### src/hw/rtl/ddo_pkg.sv
// Shared widths, constants, register indexes and the sin/cos step table for the odometry core.
package ddo_pkg;

    localparam int COUNT_WIDTH    = 32;
    localparam int POSITION_WIDTH = 56;
    localparam int TRIG_FRAC_BITS = 24;

    localparam int IN_FIELD_W = 32;
    localparam int OUT_POS_W  = 56;
    localparam int ANGLE_W    = 32;
    localparam int S_TDATA_W  = 2 * IN_FIELD_W;
    localparam int M_TDATA_W  = 2 * OUT_POS_W + ANGLE_W;

    localparam int CFG_ADDR_W = 2;
    localparam int CFG_DATA_W = 24;

    localparam logic [CFG_DATA_W-1:0] HALF_DIST_RESET = 24'd256979;
    localparam logic [CFG_DATA_W-1:0] TURN_RESET      = 24'd134185;
    localparam logic                  LEFT_NEG_RESET  = 1'b0;
    localparam logic                  RIGHT_NEG_RESET = 1'b1;

    // Q30 trig arithmetic.
    localparam int Q_FRAC = 30;
    localparam int Q_W    = 31;
    localparam logic [Q_W-1:0] Q_ONE          = 31'h4000_0000;
    localparam logic [Q_W-1:0] QUARTER_PI_Q30 = 31'd843314857;

    localparam int DIV_W      = 7;
    localparam int STEP_IDX_W = 5;

    typedef enum logic [CFG_ADDR_W-1:0] {
        REG_HALF_DIST = 2'd0,
        REG_TURN      = 2'd1,
        REG_LEFT_NEG  = 2'd2,
        REG_RIGHT_NEG = 2'd3
    } cfg_reg_t;

    typedef enum logic [2:0] {
        STEP_SQ,
        STEP_MUL_W,
        STEP_MUL_S,
        STEP_DIV_X2_U,
        STEP_DIV_W_U,
        STEP_DIV_W_C,
        STEP_END
    } step_kind_t;

    typedef struct packed {
        step_kind_t        kind;
        logic [DIV_W-1:0]  divisor;
    } step_t;

    // Horner evaluation of the sine series (to x^9) and the cosine series (to x^10).
    function automatic step_t trig_step(input logic [STEP_IDX_W-1:0] idx);
        step_t st;
        st.kind    = STEP_END;
        st.divisor = '0;
        unique case (idx)
            5'd0:  st = '{STEP_SQ,       7'd0};
            5'd1:  st = '{STEP_DIV_X2_U, 7'd72};
            5'd2:  st = '{STEP_MUL_W,    7'd0};
            5'd3:  st = '{STEP_DIV_W_U,  7'd42};
            5'd4:  st = '{STEP_MUL_W,    7'd0};
            5'd5:  st = '{STEP_DIV_W_U,  7'd20};
            5'd6:  st = '{STEP_MUL_W,    7'd0};
            5'd7:  st = '{STEP_DIV_W_U,  7'd6};
            5'd8:  st = '{STEP_MUL_S,    7'd0};
            5'd9:  st = '{STEP_DIV_X2_U, 7'd90};
            5'd10: st = '{STEP_MUL_W,    7'd0};
            5'd11: st = '{STEP_DIV_W_U,  7'd56};
            5'd12: st = '{STEP_MUL_W,    7'd0};
            5'd13: st = '{STEP_DIV_W_U,  7'd30};
            5'd14: st = '{STEP_MUL_W,    7'd0};
            5'd15: st = '{STEP_DIV_W_U,  7'd12};
            5'd16: st = '{STEP_MUL_W,    7'd0};
            5'd17: st = '{STEP_DIV_W_C,  7'd2};
            default: st = '{STEP_END,    7'd0};
        endcase
        return st;
    endfunction

endpackage

### src/hw/rtl/ddo_serial_mul.sv
// Serial-parallel unsigned multiplier that consumes one multiplier bit per cycle.
module ddo_serial_mul #(
    parameter int A_W = 56,
    parameter int B_W = 31
) (
    input  logic               aclk,
    input  logic               aresetn,
    input  logic               start,
    input  logic [A_W-1:0]     a,
    input  logic [B_W-1:0]     b,
    output logic               done,
    output logic [A_W+B_W-1:0] product
);
    localparam int CNT_W = $clog2(B_W + 1);

    logic [A_W-1:0]   a_reg;
    logic [A_W-1:0]   hi_reg;
    logic [B_W-1:0]   lo_reg;
    logic [CNT_W-1:0] cnt_reg;
    logic             busy_reg;
    logic             done_reg;
    logic [A_W:0]     sum;

    assign sum     = {1'b0, hi_reg} + (lo_reg[0] ? {1'b0, a_reg} : '0);
    assign done    = done_reg;
    assign product = {hi_reg, lo_reg};

    always_ff @(posedge aclk) begin
        if (!aresetn) begin
            busy_reg <= 1'b0;
            done_reg <= 1'b0;
            cnt_reg  <= '0;
        end else begin
            done_reg <= 1'b0;
            if (start) begin
                a_reg    <= a;
                hi_reg   <= '0;
                lo_reg   <= b;
                cnt_reg  <= CNT_W'(B_W);
                busy_reg <= 1'b1;
            end else if (busy_reg) begin
                hi_reg  <= sum[A_W:1];
                lo_reg  <= {sum[0], lo_reg[B_W-1:1]};
                cnt_reg <= cnt_reg - 1'b1;
                if (cnt_reg == CNT_W'(1)) begin
                    busy_reg <= 1'b0;
                    done_reg <= 1'b1;
                end
            end
        end
    end
endmodule

### src/hw/rtl/ddo_const_div.sv
// Restoring divider by a small divisor, one quotient bit per cycle, most significant first.
module ddo_const_div (
    input  logic                    aclk,
    input  logic                    aresetn,
    input  logic                    start,
    input  logic [ddo_pkg::Q_W-1:0]   dividend,
    input  logic [ddo_pkg::DIV_W-1:0] divisor,
    output logic                    done,
    output logic [ddo_pkg::Q_W-1:0]   quotient
);
    localparam int QW    = ddo_pkg::Q_W;
    localparam int DW    = ddo_pkg::DIV_W;
    localparam int CNT_W = $clog2(QW + 1);

    logic [QW-1:0]    dvd_reg;
    logic [DW-1:0]    dsr_reg;
    logic [DW-1:0]    rem_reg;
    logic [CNT_W-1:0] cnt_reg;
    logic             busy_reg;
    logic             done_reg;
    logic [DW:0]      trial;
    logic [DW:0]      diff;
    logic             ge;

    assign trial    = {rem_reg, dvd_reg[QW-1]};
    assign ge       = trial >= {1'b0, dsr_reg};
    assign diff     = trial - {1'b0, dsr_reg};
    assign done     = done_reg;
    assign quotient = dvd_reg;

    always_ff @(posedge aclk) begin
        if (!aresetn) begin
            busy_reg <= 1'b0;
            done_reg <= 1'b0;
            cnt_reg  <= '0;
        end else begin
            done_reg <= 1'b0;
            if (start) begin
                dvd_reg  <= dividend;
                dsr_reg  <= divisor;
                rem_reg  <= '0;
                cnt_reg  <= CNT_W'(QW);
                busy_reg <= 1'b1;
            end else if (busy_reg) begin
                rem_reg <= ge ? diff[DW-1:0] : trial[DW-1:0];
                dvd_reg <= {dvd_reg[QW-2:0], ge};
                cnt_reg <= cnt_reg - 1'b1;
                if (cnt_reg == CNT_W'(1)) begin
                    busy_reg <= 1'b0;
                    done_reg <= 1'b1;
                end
            end
        end
    end
endmodule

### src/hw/rtl/differential_drive_odometry_core.sv
// Top level of the differential-drive odometry core: sequencer, pose state and ports.
//
//  channel  | direction | payload (lowest bits first)
//  s_       | in        | left_count[31:0], right_count[31:0]
//  m_       | out       | x_pos[55:0], y_pos[55:0], heading[31:0]
//  cfg_     | in        | write of register cfg_addr with cfg_wdata
//
// Each item runs fourteen multiplications on the one-bit-per-cycle multiplier and nine
// divisions on the one-bit-per-cycle divider, one after another under the sequencer, which
// also ends the series, rounds sin and cos, and loads the output register.
// The next item is accepted once the result is in the output register, while it waits.
// Synchronous active-low reset clears the pose and last counts and presets the cfg registers.
// A stalled result holds m_tdata; the sequencer waits in its final step until it can load.
module differential_drive_odometry_core #(
    parameter int COUNT_WIDTH    = ddo_pkg::COUNT_WIDTH,
    parameter int POSITION_WIDTH = ddo_pkg::POSITION_WIDTH,
    parameter int TRIG_FRAC_BITS = ddo_pkg::TRIG_FRAC_BITS
) (
    input  logic                             aclk,
    input  logic                             aresetn,
    input  logic                             s_tvalid,
    output logic                             s_tready,
    input  logic [ddo_pkg::S_TDATA_W-1:0]    s_tdata,   // left_count, right_count
    output logic                             m_tvalid,
    input  logic                             m_tready,
    output logic [ddo_pkg::M_TDATA_W-1:0]    m_tdata,   // x_pos, y_pos, heading
    input  logic                             cfg_wr_en,
    input  logic [ddo_pkg::CFG_ADDR_W-1:0]   cfg_addr,
    input  logic [ddo_pkg::CFG_DATA_W-1:0]   cfg_wdata
);
    localparam int CW     = COUNT_WIDTH;
    localparam int PW     = POSITION_WIDTH;
    localparam int FB     = TRIG_FRAC_BITS;
    localparam int QW     = ddo_pkg::Q_W;
    localparam int QF     = ddo_pkg::Q_FRAC;
    localparam int AW     = ddo_pkg::ANGLE_W;
    localparam int OPW    = ddo_pkg::OUT_POS_W;
    localparam int MA     = CW + ddo_pkg::CFG_DATA_W;
    localparam int MB     = QW;
    localparam int PRW    = MA + MB;
    localparam int SHIFT  = QF - FB;
    localparam int RND_HALF = (SHIFT > 0) ? (1 << (SHIFT - 1)) : 0;
    localparam logic [PRW-1:0] T_HALF  = PRW'(1) << (QF - 2);
    localparam logic [PRW-1:0] DX_HALF = PRW'(1) << (FB - 1);

    typedef enum logic [3:0] {
        S_IDLE,
        S_TRAVEL,
        S_TMUL,
        S_TRIG,
        S_ROUND,
        S_DX,
        S_DY,
        S_TURN,
        S_OUT
    } state_t;

    state_t state_reg;
    logic   pending_reg;
    logic [ddo_pkg::STEP_IDX_W-1:0] step_reg;

    logic [ddo_pkg::CFG_DATA_W-1:0] half_dist_reg;
    logic [ddo_pkg::CFG_DATA_W-1:0] turn_reg;
    logic                           left_neg_reg;
    logic                           right_neg_reg;

    logic [CW-1:0] last_left_reg;
    logic [CW-1:0] last_right_reg;
    logic [PW-1:0] pos_x_reg;
    logic [PW-1:0] pos_y_reg;
    logic [AW-1:0] angle_reg;
    logic [CW-1:0] dl_reg;
    logic [CW-1:0] dr_reg;

    logic [MA-1:0] travel_mag_reg;
    logic          travel_neg_reg;
    logic [QW-1:0] t_reg;
    logic [QW-1:0] x2_reg;
    logic [QW-1:0] u_reg;
    logic [QW-1:0] w_reg;
    logic [QW-1:0] s_reg;
    logic [QW-1:0] c_reg;
    logic [FB:0]   sin_mag_reg;
    logic [FB:0]   cos_mag_reg;
    logic          sin_neg_reg;
    logic          cos_neg_reg;

    logic                         m_tvalid_reg;
    logic [ddo_pkg::M_TDATA_W-1:0] m_tdata_reg;

    logic [CW-1:0] left_raw;
    logic [CW-1:0] right_raw;
    logic [CW-1:0] left_use;
    logic [CW-1:0] right_use;
    logic [CW:0]   sum_w;
    logic [CW:0]   sum_mag;
    logic [CW:0]   diff_w;
    logic [CW:0]   diff_mag;

    ddo_pkg::step_t cur_step;
    logic [2:0]     oct;
    logic [QF-1:0]  r_red;
    logic           swap;
    logic [QW-1:0]  sin_src;
    logic [QW-1:0]  cos_src;
    logic [QW:0]    sin_rnd;
    logic [QW:0]    cos_rnd;

    logic                      mul_start;
    logic [MA-1:0]             mul_a;
    logic [MB-1:0]             mul_b;
    logic                      mul_done;
    logic [PRW-1:0]            mul_p;
    logic                      div_start;
    logic [QW-1:0]             div_dvd;
    logic [ddo_pkg::DIV_W-1:0] div_dsr;
    logic                      div_done;
    logic [QW-1:0]             div_q;
    logic                      unit_done;

    logic [PRW-1:0]    t_rnd;
    logic [PRW-1:0]    d_rnd;
    logic [PW+PRW-1:0] d_wide;
    logic [PW-1:0]     d_q;
    logic [PW-1:0]     dx_next;
    logic [PW-1:0]     dy_next;
    logic [AW-1:0]     turn_val;
    logic [QW-1:0]     p_q30;
    logic              out_load;
    logic [PW+OPW-1:0] x_ext;
    logic [PW+OPW-1:0] y_ext;

    assign left_raw  = s_tdata[CW-1:0];
    assign right_raw = s_tdata[ddo_pkg::IN_FIELD_W +: CW];
    assign left_use  = left_neg_reg  ? (~left_raw  + 1'b1) : left_raw;
    assign right_use = right_neg_reg ? (~right_raw + 1'b1) : right_raw;

    assign sum_w    = {dl_reg[CW-1], dl_reg} + {dr_reg[CW-1], dr_reg};
    assign sum_mag  = sum_w[CW] ? (~sum_w + 1'b1) : sum_w;
    assign diff_w   = {dr_reg[CW-1], dr_reg} - {dl_reg[CW-1], dl_reg};
    assign diff_mag = diff_w[CW] ? (~diff_w + 1'b1) : diff_w;

    assign cur_step = ddo_pkg::trig_step(step_reg);
    assign oct      = angle_reg[AW-1:AW-3];
    assign r_red    = oct[0] ? (QF'(1) << (QF - 1)) - {1'b0, angle_reg[AW-4:0]}
                             : {1'b0, angle_reg[AW-4:0]};
    assign swap     = oct[0] ^ oct[1];
    assign sin_src  = swap ? c_reg : s_reg;
    assign cos_src  = swap ? s_reg : c_reg;
    assign sin_rnd  = ({1'b0, sin_src} + (QW+1)'(RND_HALF)) >> SHIFT;
    assign cos_rnd  = ({1'b0, cos_src} + (QW+1)'(RND_HALF)) >> SHIFT;

    assign unit_done = mul_done | div_done;
    assign p_q30     = mul_p[QF +: QW];
    assign t_rnd     = mul_p + T_HALF;
    assign d_rnd     = mul_p + DX_HALF;
    assign d_wide    = {{PW{1'b0}}, d_rnd} >> FB;
    assign d_q       = d_wide[PW-1:0];
    assign dx_next   = (travel_neg_reg ^ cos_neg_reg) ? (~d_q + 1'b1) : d_q;
    assign dy_next   = (travel_neg_reg ^ sin_neg_reg) ? (~d_q + 1'b1) : d_q;
    assign turn_val  = diff_w[CW] ? (~mul_p[AW-1:0] + 1'b1) : mul_p[AW-1:0];
    assign out_load  = !m_tvalid_reg || m_tready;
    assign x_ext     = {{OPW{1'b0}}, pos_x_reg};
    assign y_ext     = {{OPW{1'b0}}, pos_y_reg};

    always_comb begin
        mul_start = 1'b0;
        mul_a     = '0;
        mul_b     = '0;
        div_start = 1'b0;
        div_dvd   = '0;
        div_dsr   = cur_step.divisor;
        unique case (state_reg)
            S_TRAVEL: begin
                mul_start = !pending_reg;
                mul_a     = MA'(sum_mag);
                mul_b     = MB'(half_dist_reg);
            end
            S_TMUL: begin
                mul_start = !pending_reg;
                mul_a     = MA'(ddo_pkg::QUARTER_PI_Q30);
                mul_b     = MB'(r_red);
            end
            S_TRIG: begin
                unique case (cur_step.kind)
                    ddo_pkg::STEP_SQ: begin
                        mul_start = !pending_reg;
                        mul_a     = MA'(t_reg);
                        mul_b     = t_reg;
                    end
                    ddo_pkg::STEP_MUL_W: begin
                        mul_start = !pending_reg;
                        mul_a     = MA'(x2_reg);
                        mul_b     = u_reg;
                    end
                    ddo_pkg::STEP_MUL_S: begin
                        mul_start = !pending_reg;
                        mul_a     = MA'(t_reg);
                        mul_b     = u_reg;
                    end
                    ddo_pkg::STEP_DIV_X2_U: begin
                        div_start = !pending_reg;
                        div_dvd   = x2_reg;
                    end
                    ddo_pkg::STEP_DIV_W_U, ddo_pkg::STEP_DIV_W_C: begin
                        div_start = !pending_reg;
                        div_dvd   = w_reg;
                    end
                    default: begin
                    end
                endcase
            end
            S_DX: begin
                mul_start = !pending_reg;
                mul_a     = travel_mag_reg;
                mul_b     = MB'(cos_mag_reg);
            end
            S_DY: begin
                mul_start = !pending_reg;
                mul_a     = travel_mag_reg;
                mul_b     = MB'(sin_mag_reg);
            end
            S_TURN: begin
                mul_start = !pending_reg;
                mul_a     = MA'(diff_mag);
                mul_b     = MB'(turn_reg);
            end
            default: begin
            end
        endcase
    end

    ddo_serial_mul #(
        .A_W (MA),
        .B_W (MB)
    ) u_mul (
        .aclk    (aclk),
        .aresetn (aresetn),
        .start   (mul_start),
        .a       (mul_a),
        .b       (mul_b),
        .done    (mul_done),
        .product (mul_p)
    );

    ddo_const_div u_div (
        .aclk     (aclk),
        .aresetn  (aresetn),
        .start    (div_start),
        .dividend (div_dvd),
        .divisor  (div_dsr),
        .done     (div_done),
        .quotient (div_q)
    );

    always_ff @(posedge aclk) begin
        if (!aresetn) begin
            half_dist_reg <= ddo_pkg::HALF_DIST_RESET;
            turn_reg      <= ddo_pkg::TURN_RESET;
            left_neg_reg  <= ddo_pkg::LEFT_NEG_RESET;
            right_neg_reg <= ddo_pkg::RIGHT_NEG_RESET;
        end else if (cfg_wr_en) begin
            unique case (ddo_pkg::cfg_reg_t'(cfg_addr))
                ddo_pkg::REG_HALF_DIST: half_dist_reg <= cfg_wdata;
                ddo_pkg::REG_TURN:      turn_reg      <= cfg_wdata;
                ddo_pkg::REG_LEFT_NEG:  left_neg_reg  <= cfg_wdata[0];
                ddo_pkg::REG_RIGHT_NEG: right_neg_reg <= cfg_wdata[0];
                default: begin
                end
            endcase
        end
    end

    always_ff @(posedge aclk) begin
        if (!aresetn) begin
            state_reg      <= S_IDLE;
            pending_reg    <= 1'b0;
            step_reg       <= '0;
            m_tvalid_reg   <= 1'b0;
            last_left_reg  <= '0;
            last_right_reg <= '0;
            pos_x_reg      <= '0;
            pos_y_reg      <= '0;
            angle_reg      <= '0;
        end else begin
            if (mul_start || div_start) begin
                pending_reg <= 1'b1;
            end
            if (m_tvalid_reg && m_tready && state_reg != S_OUT) begin
                m_tvalid_reg <= 1'b0;
            end
            unique case (state_reg)
                S_IDLE: begin
                    if (s_tvalid) begin
                        dl_reg         <= left_use - last_left_reg;
                        dr_reg         <= right_use - last_right_reg;
                        last_left_reg  <= left_use;
                        last_right_reg <= right_use;
                        state_reg      <= S_TRAVEL;
                    end
                end
                S_TRAVEL: begin
                    if (pending_reg && unit_done) begin
                        pending_reg    <= 1'b0;
                        travel_mag_reg <= mul_p[MA-1:0];
                        travel_neg_reg <= sum_w[CW];
                        state_reg      <= S_TMUL;
                    end
                end
                S_TMUL: begin
                    if (pending_reg && unit_done) begin
                        pending_reg <= 1'b0;
                        t_reg       <= t_rnd[QF-1 +: QW];
                        step_reg    <= '0;
                        state_reg   <= S_TRIG;
                    end
                end
                S_TRIG: begin
                    if (cur_step.kind == ddo_pkg::STEP_END) begin
                        state_reg <= S_ROUND;
                    end else if (pending_reg && unit_done) begin
                        pending_reg <= 1'b0;
                        step_reg    <= step_reg + 1'b1;
                        unique case (cur_step.kind)
                            ddo_pkg::STEP_SQ:    x2_reg <= p_q30;
                            ddo_pkg::STEP_MUL_W: w_reg  <= p_q30;
                            ddo_pkg::STEP_MUL_S: s_reg  <= p_q30;
                            ddo_pkg::STEP_DIV_X2_U, ddo_pkg::STEP_DIV_W_U:
                                u_reg <= ddo_pkg::Q_ONE - div_q;
                            ddo_pkg::STEP_DIV_W_C:
                                c_reg <= ddo_pkg::Q_ONE - div_q;
                            default: begin
                            end
                        endcase
                    end
                end
                S_ROUND: begin
                    sin_mag_reg <= sin_rnd[FB:0];
                    cos_mag_reg <= cos_rnd[FB:0];
                    sin_neg_reg <= oct[2];
                    cos_neg_reg <= oct[2] ^ oct[1];
                    state_reg   <= S_DX;
                end
                S_DX: begin
                    if (pending_reg && unit_done) begin
                        pending_reg <= 1'b0;
                        pos_x_reg   <= pos_x_reg + dx_next;
                        state_reg   <= S_DY;
                    end
                end
                S_DY: begin
                    if (pending_reg && unit_done) begin
                        pending_reg <= 1'b0;
                        pos_y_reg   <= pos_y_reg + dy_next;
                        state_reg   <= S_TURN;
                    end
                end
                S_TURN: begin
                    if (pending_reg && unit_done) begin
                        pending_reg <= 1'b0;
                        angle_reg   <= angle_reg + turn_val;
                        state_reg   <= S_OUT;
                    end
                end
                S_OUT: begin
                    if (out_load) begin
                        m_tdata_reg  <= {angle_reg, y_ext[OPW-1:0], x_ext[OPW-1:0]};
                        m_tvalid_reg <= 1'b1;
                        state_reg    <= S_IDLE;
                    end
                end
                default: begin
                    state_reg <= S_IDLE;
                end
            endcase
        end
    end

    assign s_tready = (state_reg == S_IDLE);
    assign m_tvalid = m_tvalid_reg;
    assign m_tdata  = m_tdata_reg;

endmodule

### config.mk
export PLATFORM = sky130hd
export DESIGN_NAME = differential_drive_odometry_core
export DESIGN_NICKNAME = d
export VERILOG_FILES = /design/src/hw/rtl/ddo_pkg.sv /design/src/hw/rtl/ddo_serial_mul.sv /design/src/hw/rtl/ddo_const_div.sv /design/src/hw/rtl/differential_drive_odometry_core.sv
export SDC_FILE = /design/constraint.sdc
export NUM_CORES = 2
export LEC_CHECK = 0
export ABC_CLOCK_PERIOD_IN_PS = 16580
export BUFFER_PORTS_ARGS = -buffer_cell sky130_fd_sc_hd__buf_4
export CAP_MARGIN = 20
export CORE_MARGIN = 3
export CORE_UTILIZATION = 41
export CTS_BUF_LIST = sky130_fd_sc_hd__clkbuf_2
export CTS_CLUSTER_SIZE = 8
export DETAILED_ROUTE_END_ITERATION = 10
export PLACE_DENSITY = 0.65
export SYNTH_ARGS = -nofsm -noshare
export SYNTH_HDL_FRONTEND = slang
export SYNTH_HIERARCHICAL = 1
export SYNTH_SLANG_ARGS = --single-unit
### constraint.sdc
create_clock -name aclk -period 16.58 [get_ports aclk]
set_clock_uncertainty 0.15 [all_clocks]
set_input_delay 0.829 -clock aclk [delete_from_list [all_inputs] [get_ports aclk]]
set_output_delay 0.829 -clock aclk [all_outputs]
set_load 0.05 [all_outputs]
==> summary.md <==
| Metric | Value |
|---|---|
| Sum Neg Setup Slack | `0 ns` |
| Clock sink total | `973` |
| Number of nets in the synthesized netlist | `~7400` |
| CP Max Fanout | `17` |
| Initial antenna violation count | `8` |
| Vertical die dimension | `403 um` |
| Tightest hold margin | `~0.17 ns` |
| F_max | `127 MHz` |
| Starting utilization of the core area | `0.416` |
| Total global routing track utilization | `0.258` |
| Count of endpoints failing setup in the final report | `0` |
| NumNets Final | `roughly 8000` |
| Sequential-to-total area share from yosys stat | `0.408` |
| Critical path launch point type | `register` |
| Total overflow reported by the global router | `0` |
| Routed length per instance | `22.3 um` |
| Arrival time of the worst setup path | `~9 ns` |
| Number of global-route vias before repair | `53700` |
| Min Clock Period, post-route | `7.86 ns` |
| Pin count of the biggest net entering global routing | `107` |
| Syn Inst Count | `6919` |
| Area after detailed placement | `68300 um^2` |
| Actual transition at the worst max-transition pin | `1.28 ns` |
| Number of failing hold endpoints at the final stage | `0` |
| Status | `completed` |
| Utilization after layout | `0.479` |
| Number of flops mapped to enable cells by yosys | `681` |
| Main flop type after synthesis | `sky130_fd_sc_hd__edfxtp_1` |
| Total via count in the routed design | `57000` |
| Core outline area | `155000 um^2` |
| Synth Warn # | `6` |
| Area of the die | `162000 um^2` |
| Total detailed-routing wirelength | `218000 um` |
| Critical setup path kind | `register to register` |
| Max reg flops | `144` |
| Flip-flop and latch count after synthesis | `~970` |
| Static Leakage | `between 0.02 and 0.03 uW` |
| Slew Viols, Final | `0` |
| IO buf count | `240` |
| Final period util | `0.474` |
| Worst supply voltage drop on vdd | `~0.00011 V` |
| TritonCTS clock tree | `done` |
| Placed wire-length estimate | `159000 um` |
| RSZ-0062 raised after global routing | `false` |
| Kind of end point of the critical path | `register` |
| Std-Cell Rows | `roughly 140` |
| Share of layout cells above drive strength 1 | `0.126` |
| First-pass iteration count of the detailed router | `9` |
| DRC violation count after routing | `0` |
| Average footprint of a synthesized cell | `9.32 um^2` |
| Horizontal extent of the die | `approximately 400 um` |
| Global-route wire length before repair | `325000 um` |
| Total power density per cell area | `150 nW/um^2` |
| Resized Gates After CTS | `0` |
| Detailed Route Iter0 Violations | `between 5000 and 6000` |
| Final design instance area without fill | `around 74000 um^2` |
| Async set or reset register ratio after synthesis | `0` |
| Routability-driven placement congestion ratio | `0.984` |
| Number of clock buffers inserted by TritonCTS | `approximately 280` |
| CTS root buf | `sky130_fd_sc_hd__clkbuf_2` |
| Path type of the worst min-delay path | `input pin to register` |
| Syn-to-layout area delta | `15.2%` |
| Ports placed on the boundary | `241` |
| H-tree depth | `5` |
| # Max-Cap Violations | `0` |
| Worst slew margin relative to its limit | `0.147` |
| Unique cell type count in the Yosys netlist | `129` |
| Routed via count divided by cell count | `between 5 and 6` |
| Number of nets with antenna violations after detailed routing | `0` |
| Number of buffers on the longest clock path | `4` |
| Clock-pin slew reported for the worst setup and hold paths after clock tree synthesis | `0.10 ns` |
| Crit path required time | `approximately 18 ns` |
| Clock network latency to the later pin of the worst-skew pair | `between 1.5 and 2 ns` |
| Post-synthesis instance area | `64500 um^2` |
cells in the final DEF (no fill, tap or decap), types with 36 or more instances in the layout:
master | synthesis | layout
sky130_fd_sc_hd__nor2_1 | 537 | 527
sky130_fd_sc_hd__nand2_1 | 751 | 748
sky130_fd_sc_hd__dlygate4sd3_1 | 0 | 344
sky130_fd_sc_hd__inv_1 | 260 | 258
sky130_fd_sc_hd__a22oi_1 | 88 | 88
sky130_fd_sc_hd__nor4_1 | 51 | 47
sky130_fd_sc_hd__xor2_1 | 276 | 273
sky130_fd_sc_hd__or2_2 | 36 | 36
sky130_fd_sc_hd__and3_1 | 70 | 67
sky130_fd_sc_hd__o21ai_0 | 266 | 266
sky130_fd_sc_hd__clkbuf_2 | 0 | 399
sky130_fd_sc_hd__nor2b_1 | 67 | 66
sky130_fd_sc_hd__a21oi_1 | 521 | 519
sky130_fd_sc_hd__nand4_1 | 89 | 89
sky130_fd_sc_hd__nor3_1 | 146 | 141
sky130_fd_sc_hd__clkinv_1 | 0 | 55
sky130_fd_sc_hd__a31oi_1 | 75 | 75
sky130_fd_sc_hd__ha_1 | 361 | 361
sky130_fd_sc_hd__buf_4 | 6 | 308
sky130_fd_sc_hd__a211oi_1 | 113 | 112
sky130_fd_sc_hd__nand2b_1 | 37 | 37
sky130_fd_sc_hd__a21o_1 | 146 | 146
sky130_fd_sc_hd__o211ai_1 | 43 | 43
sky130_fd_sc_hd__mux2i_1 | 91 | 91
sky130_fd_sc_hd__nand3_1 | 202 | 202
sky130_fd_sc_hd__or3_1 | 71 | 71
sky130_fd_sc_hd__o21a_1 | 58 | 57
sky130_fd_sc_hd__o31ai_1 | 50 | 50
sky130_fd_sc_hd__or4_1 | 40 | 40
sky130_fd_sc_hd__dfxtp_1 | 292 | 291
sky130_fd_sc_hd__o21bai_1 | 52 | 52
sky130_fd_sc_hd__and2_1 | 122 | 122
sky130_fd_sc_hd__edfxtp_1 | 681 | 681
sky130_fd_sc_hd__xnor2_1 | 423 | 420
sky130_fd_sc_hd__mux2_2 | 80 | 80
Yosys cell counts, drive strengths merged (41+ instances only):
master | n | area [um^2]
clkbuf | 250 | 938
nand4 | 92 | 603
and2 | 123 | 769
a21o | 146 | 1100
xor2 | 278 | 2450
o211ai | 45 | 348
dfxtp | 292 | 5850
nor2 | 538 | 2020
o21ai | 295 | 1500
nor3 | 151 | 787
nor4 | 54 | 374
xnor2 | 424 | 3720
o21bai | 52 | 390
ha | 361 | 4520
a21oi | 524 | 2640
mux2 | 82 | 927
a31oi | 76 | 482
or3 | 72 | 455
o31ai | 51 | 388
nand3 | 206 | 1060
mux2i | 91 | 911
nand2 | 752 | 2830
a22oi | 89 | 673
or2 | 41 | 259
or4 | 44 | 345
buf | 78 | 393
o21a | 58 | 435
edfxtp | 681 | 20400
inv | 263 | 987
a211oi | 115 | 873
and3 | 70 | 438
nor2b | 67 | 419
layout make-up:
| type | instances | area [um^2] |
|---|---|---|
| clock inverters | 86 | 538 |
| inverters | 263 | 995 |
| clock buffers | 399 | 2000 |
| multi-input cells | 5355 | 36100 |
| repair buffers | 655 | 5820 |
| diodes | 3 | 7.51 |
| well taps | 2044 | 2560 |
| fillers | 14500 | 80800 |
| flip-flops and latches | 973 | 26300 |
worst paths after layout:
| check | startpoint | endpoint | slack, ns | cells after the start |
|---|---|---|---|---|
| setup / recovery | u_mul/lo_reg[28]$_DFFE_PP_ | pos_y_reg[55]$_SDFFE_PN0P_ | 8.72 | 21 |
| setup reg to reg | u_mul/lo_reg[28]$_DFFE_PP_ | pos_y_reg[55]$_SDFFE_PN0P_ | 8.72 | 21 |
| hold reg to reg | cur_step[6]$_SDFF_PP0_ | u_div/dsr_reg[6]$_DFFE_PP_ | 0.23 | 0 |
| hold / removal | cfg_addr[0] | turn_reg[15]$_SDFFE_PN0P_ | 0.17 | 5 |
power by group:
part	switching, uW	total, uW	leakage, uW	internal, uW
Sequential	420	3510	0.00851	3090
Clock	1090	1850	0.00194	757
Combinational	3620	5810	0.0181	2190
Total	5130	11200	0.0285	6030
stage by stage:
step                      setup WS [ns]  power (uW)  instances
final                              8.72       11200       9778
after global placement             9.26        9020       8944
after CTS                          8.99       11100       9773
after detailed placement           9.08        9090       8944
after global routing               8.28       11900       9778
after floorplan                   10.10        7500       6919
layer usage:
layer	share of wire	GRT usage	wire length, um
met5	0.000087	0	19
met4	0.035	0.0974	7680
met3	0.084	0.0503	18300
met2	0.44	0.399	96200
met1	0.44	0.358	95600
worst max-delay path, stage by stage (launching register included):
cell,delay [ns]
sky130_fd_sc_hd__edfxtp_1,0.74
sky130_fd_sc_hd__ha_1,0.54
sky130_fd_sc_hd__nand3_1,0.20
sky130_fd_sc_hd__nor2_1,0.42
sky130_fd_sc_hd__and3_1,0.33
sky130_fd_sc_hd__mux2_2,0.36
sky130_fd_sc_hd__o2bb2ai_1,0.31
sky130_fd_sc_hd__nand4b_1,0.34
sky130_fd_sc_hd__nor2_1,0.25
sky130_fd_sc_hd__nor2_1,0.08
sky130_fd_sc_hd__xnor2_1,0.18
sky130_fd_sc_hd__ha_1,0.43
sky130_fd_sc_hd__nand4_1,0.15
sky130_fd_sc_hd__nor4_1,0.37
sky130_fd_sc_hd__a221o_1,0.26
sky130_fd_sc_hd__o2111ai_1,0.24
sky130_fd_sc_hd__a2111oi_0,1.04
sky130_fd_sc_hd__o21ai_1,0.37
sky130_fd_sc_hd__o211ai_1,0.32
sky130_fd_sc_hd__xnor3_1,0.34
sky130_fd_sc_hd__nand2_1,0.10
sky130_fd_sc_hd__mux2i_1,0.21
cells by family after synthesis:
family | Yosys count | share of synthesized area
simple gates | 2360 | 0.180
flops | 973 | 0.408
fa+ha+maj | 370 | 0.0728
xor+xnor | 704 | 0.0964
buf+inv | 591 | 0.0360
mux | 173 | 0.0285
other cells | 1 | 0.0000582
compound gates | 1747 | 0.179
timing repair:
item | CTS | global route
setup buffers | 0 | 0
hold buffers | 344 | 0
endpoints found under the hold margin | 492 | 0
Note: power is estimated with default switching activity, not from simulation.
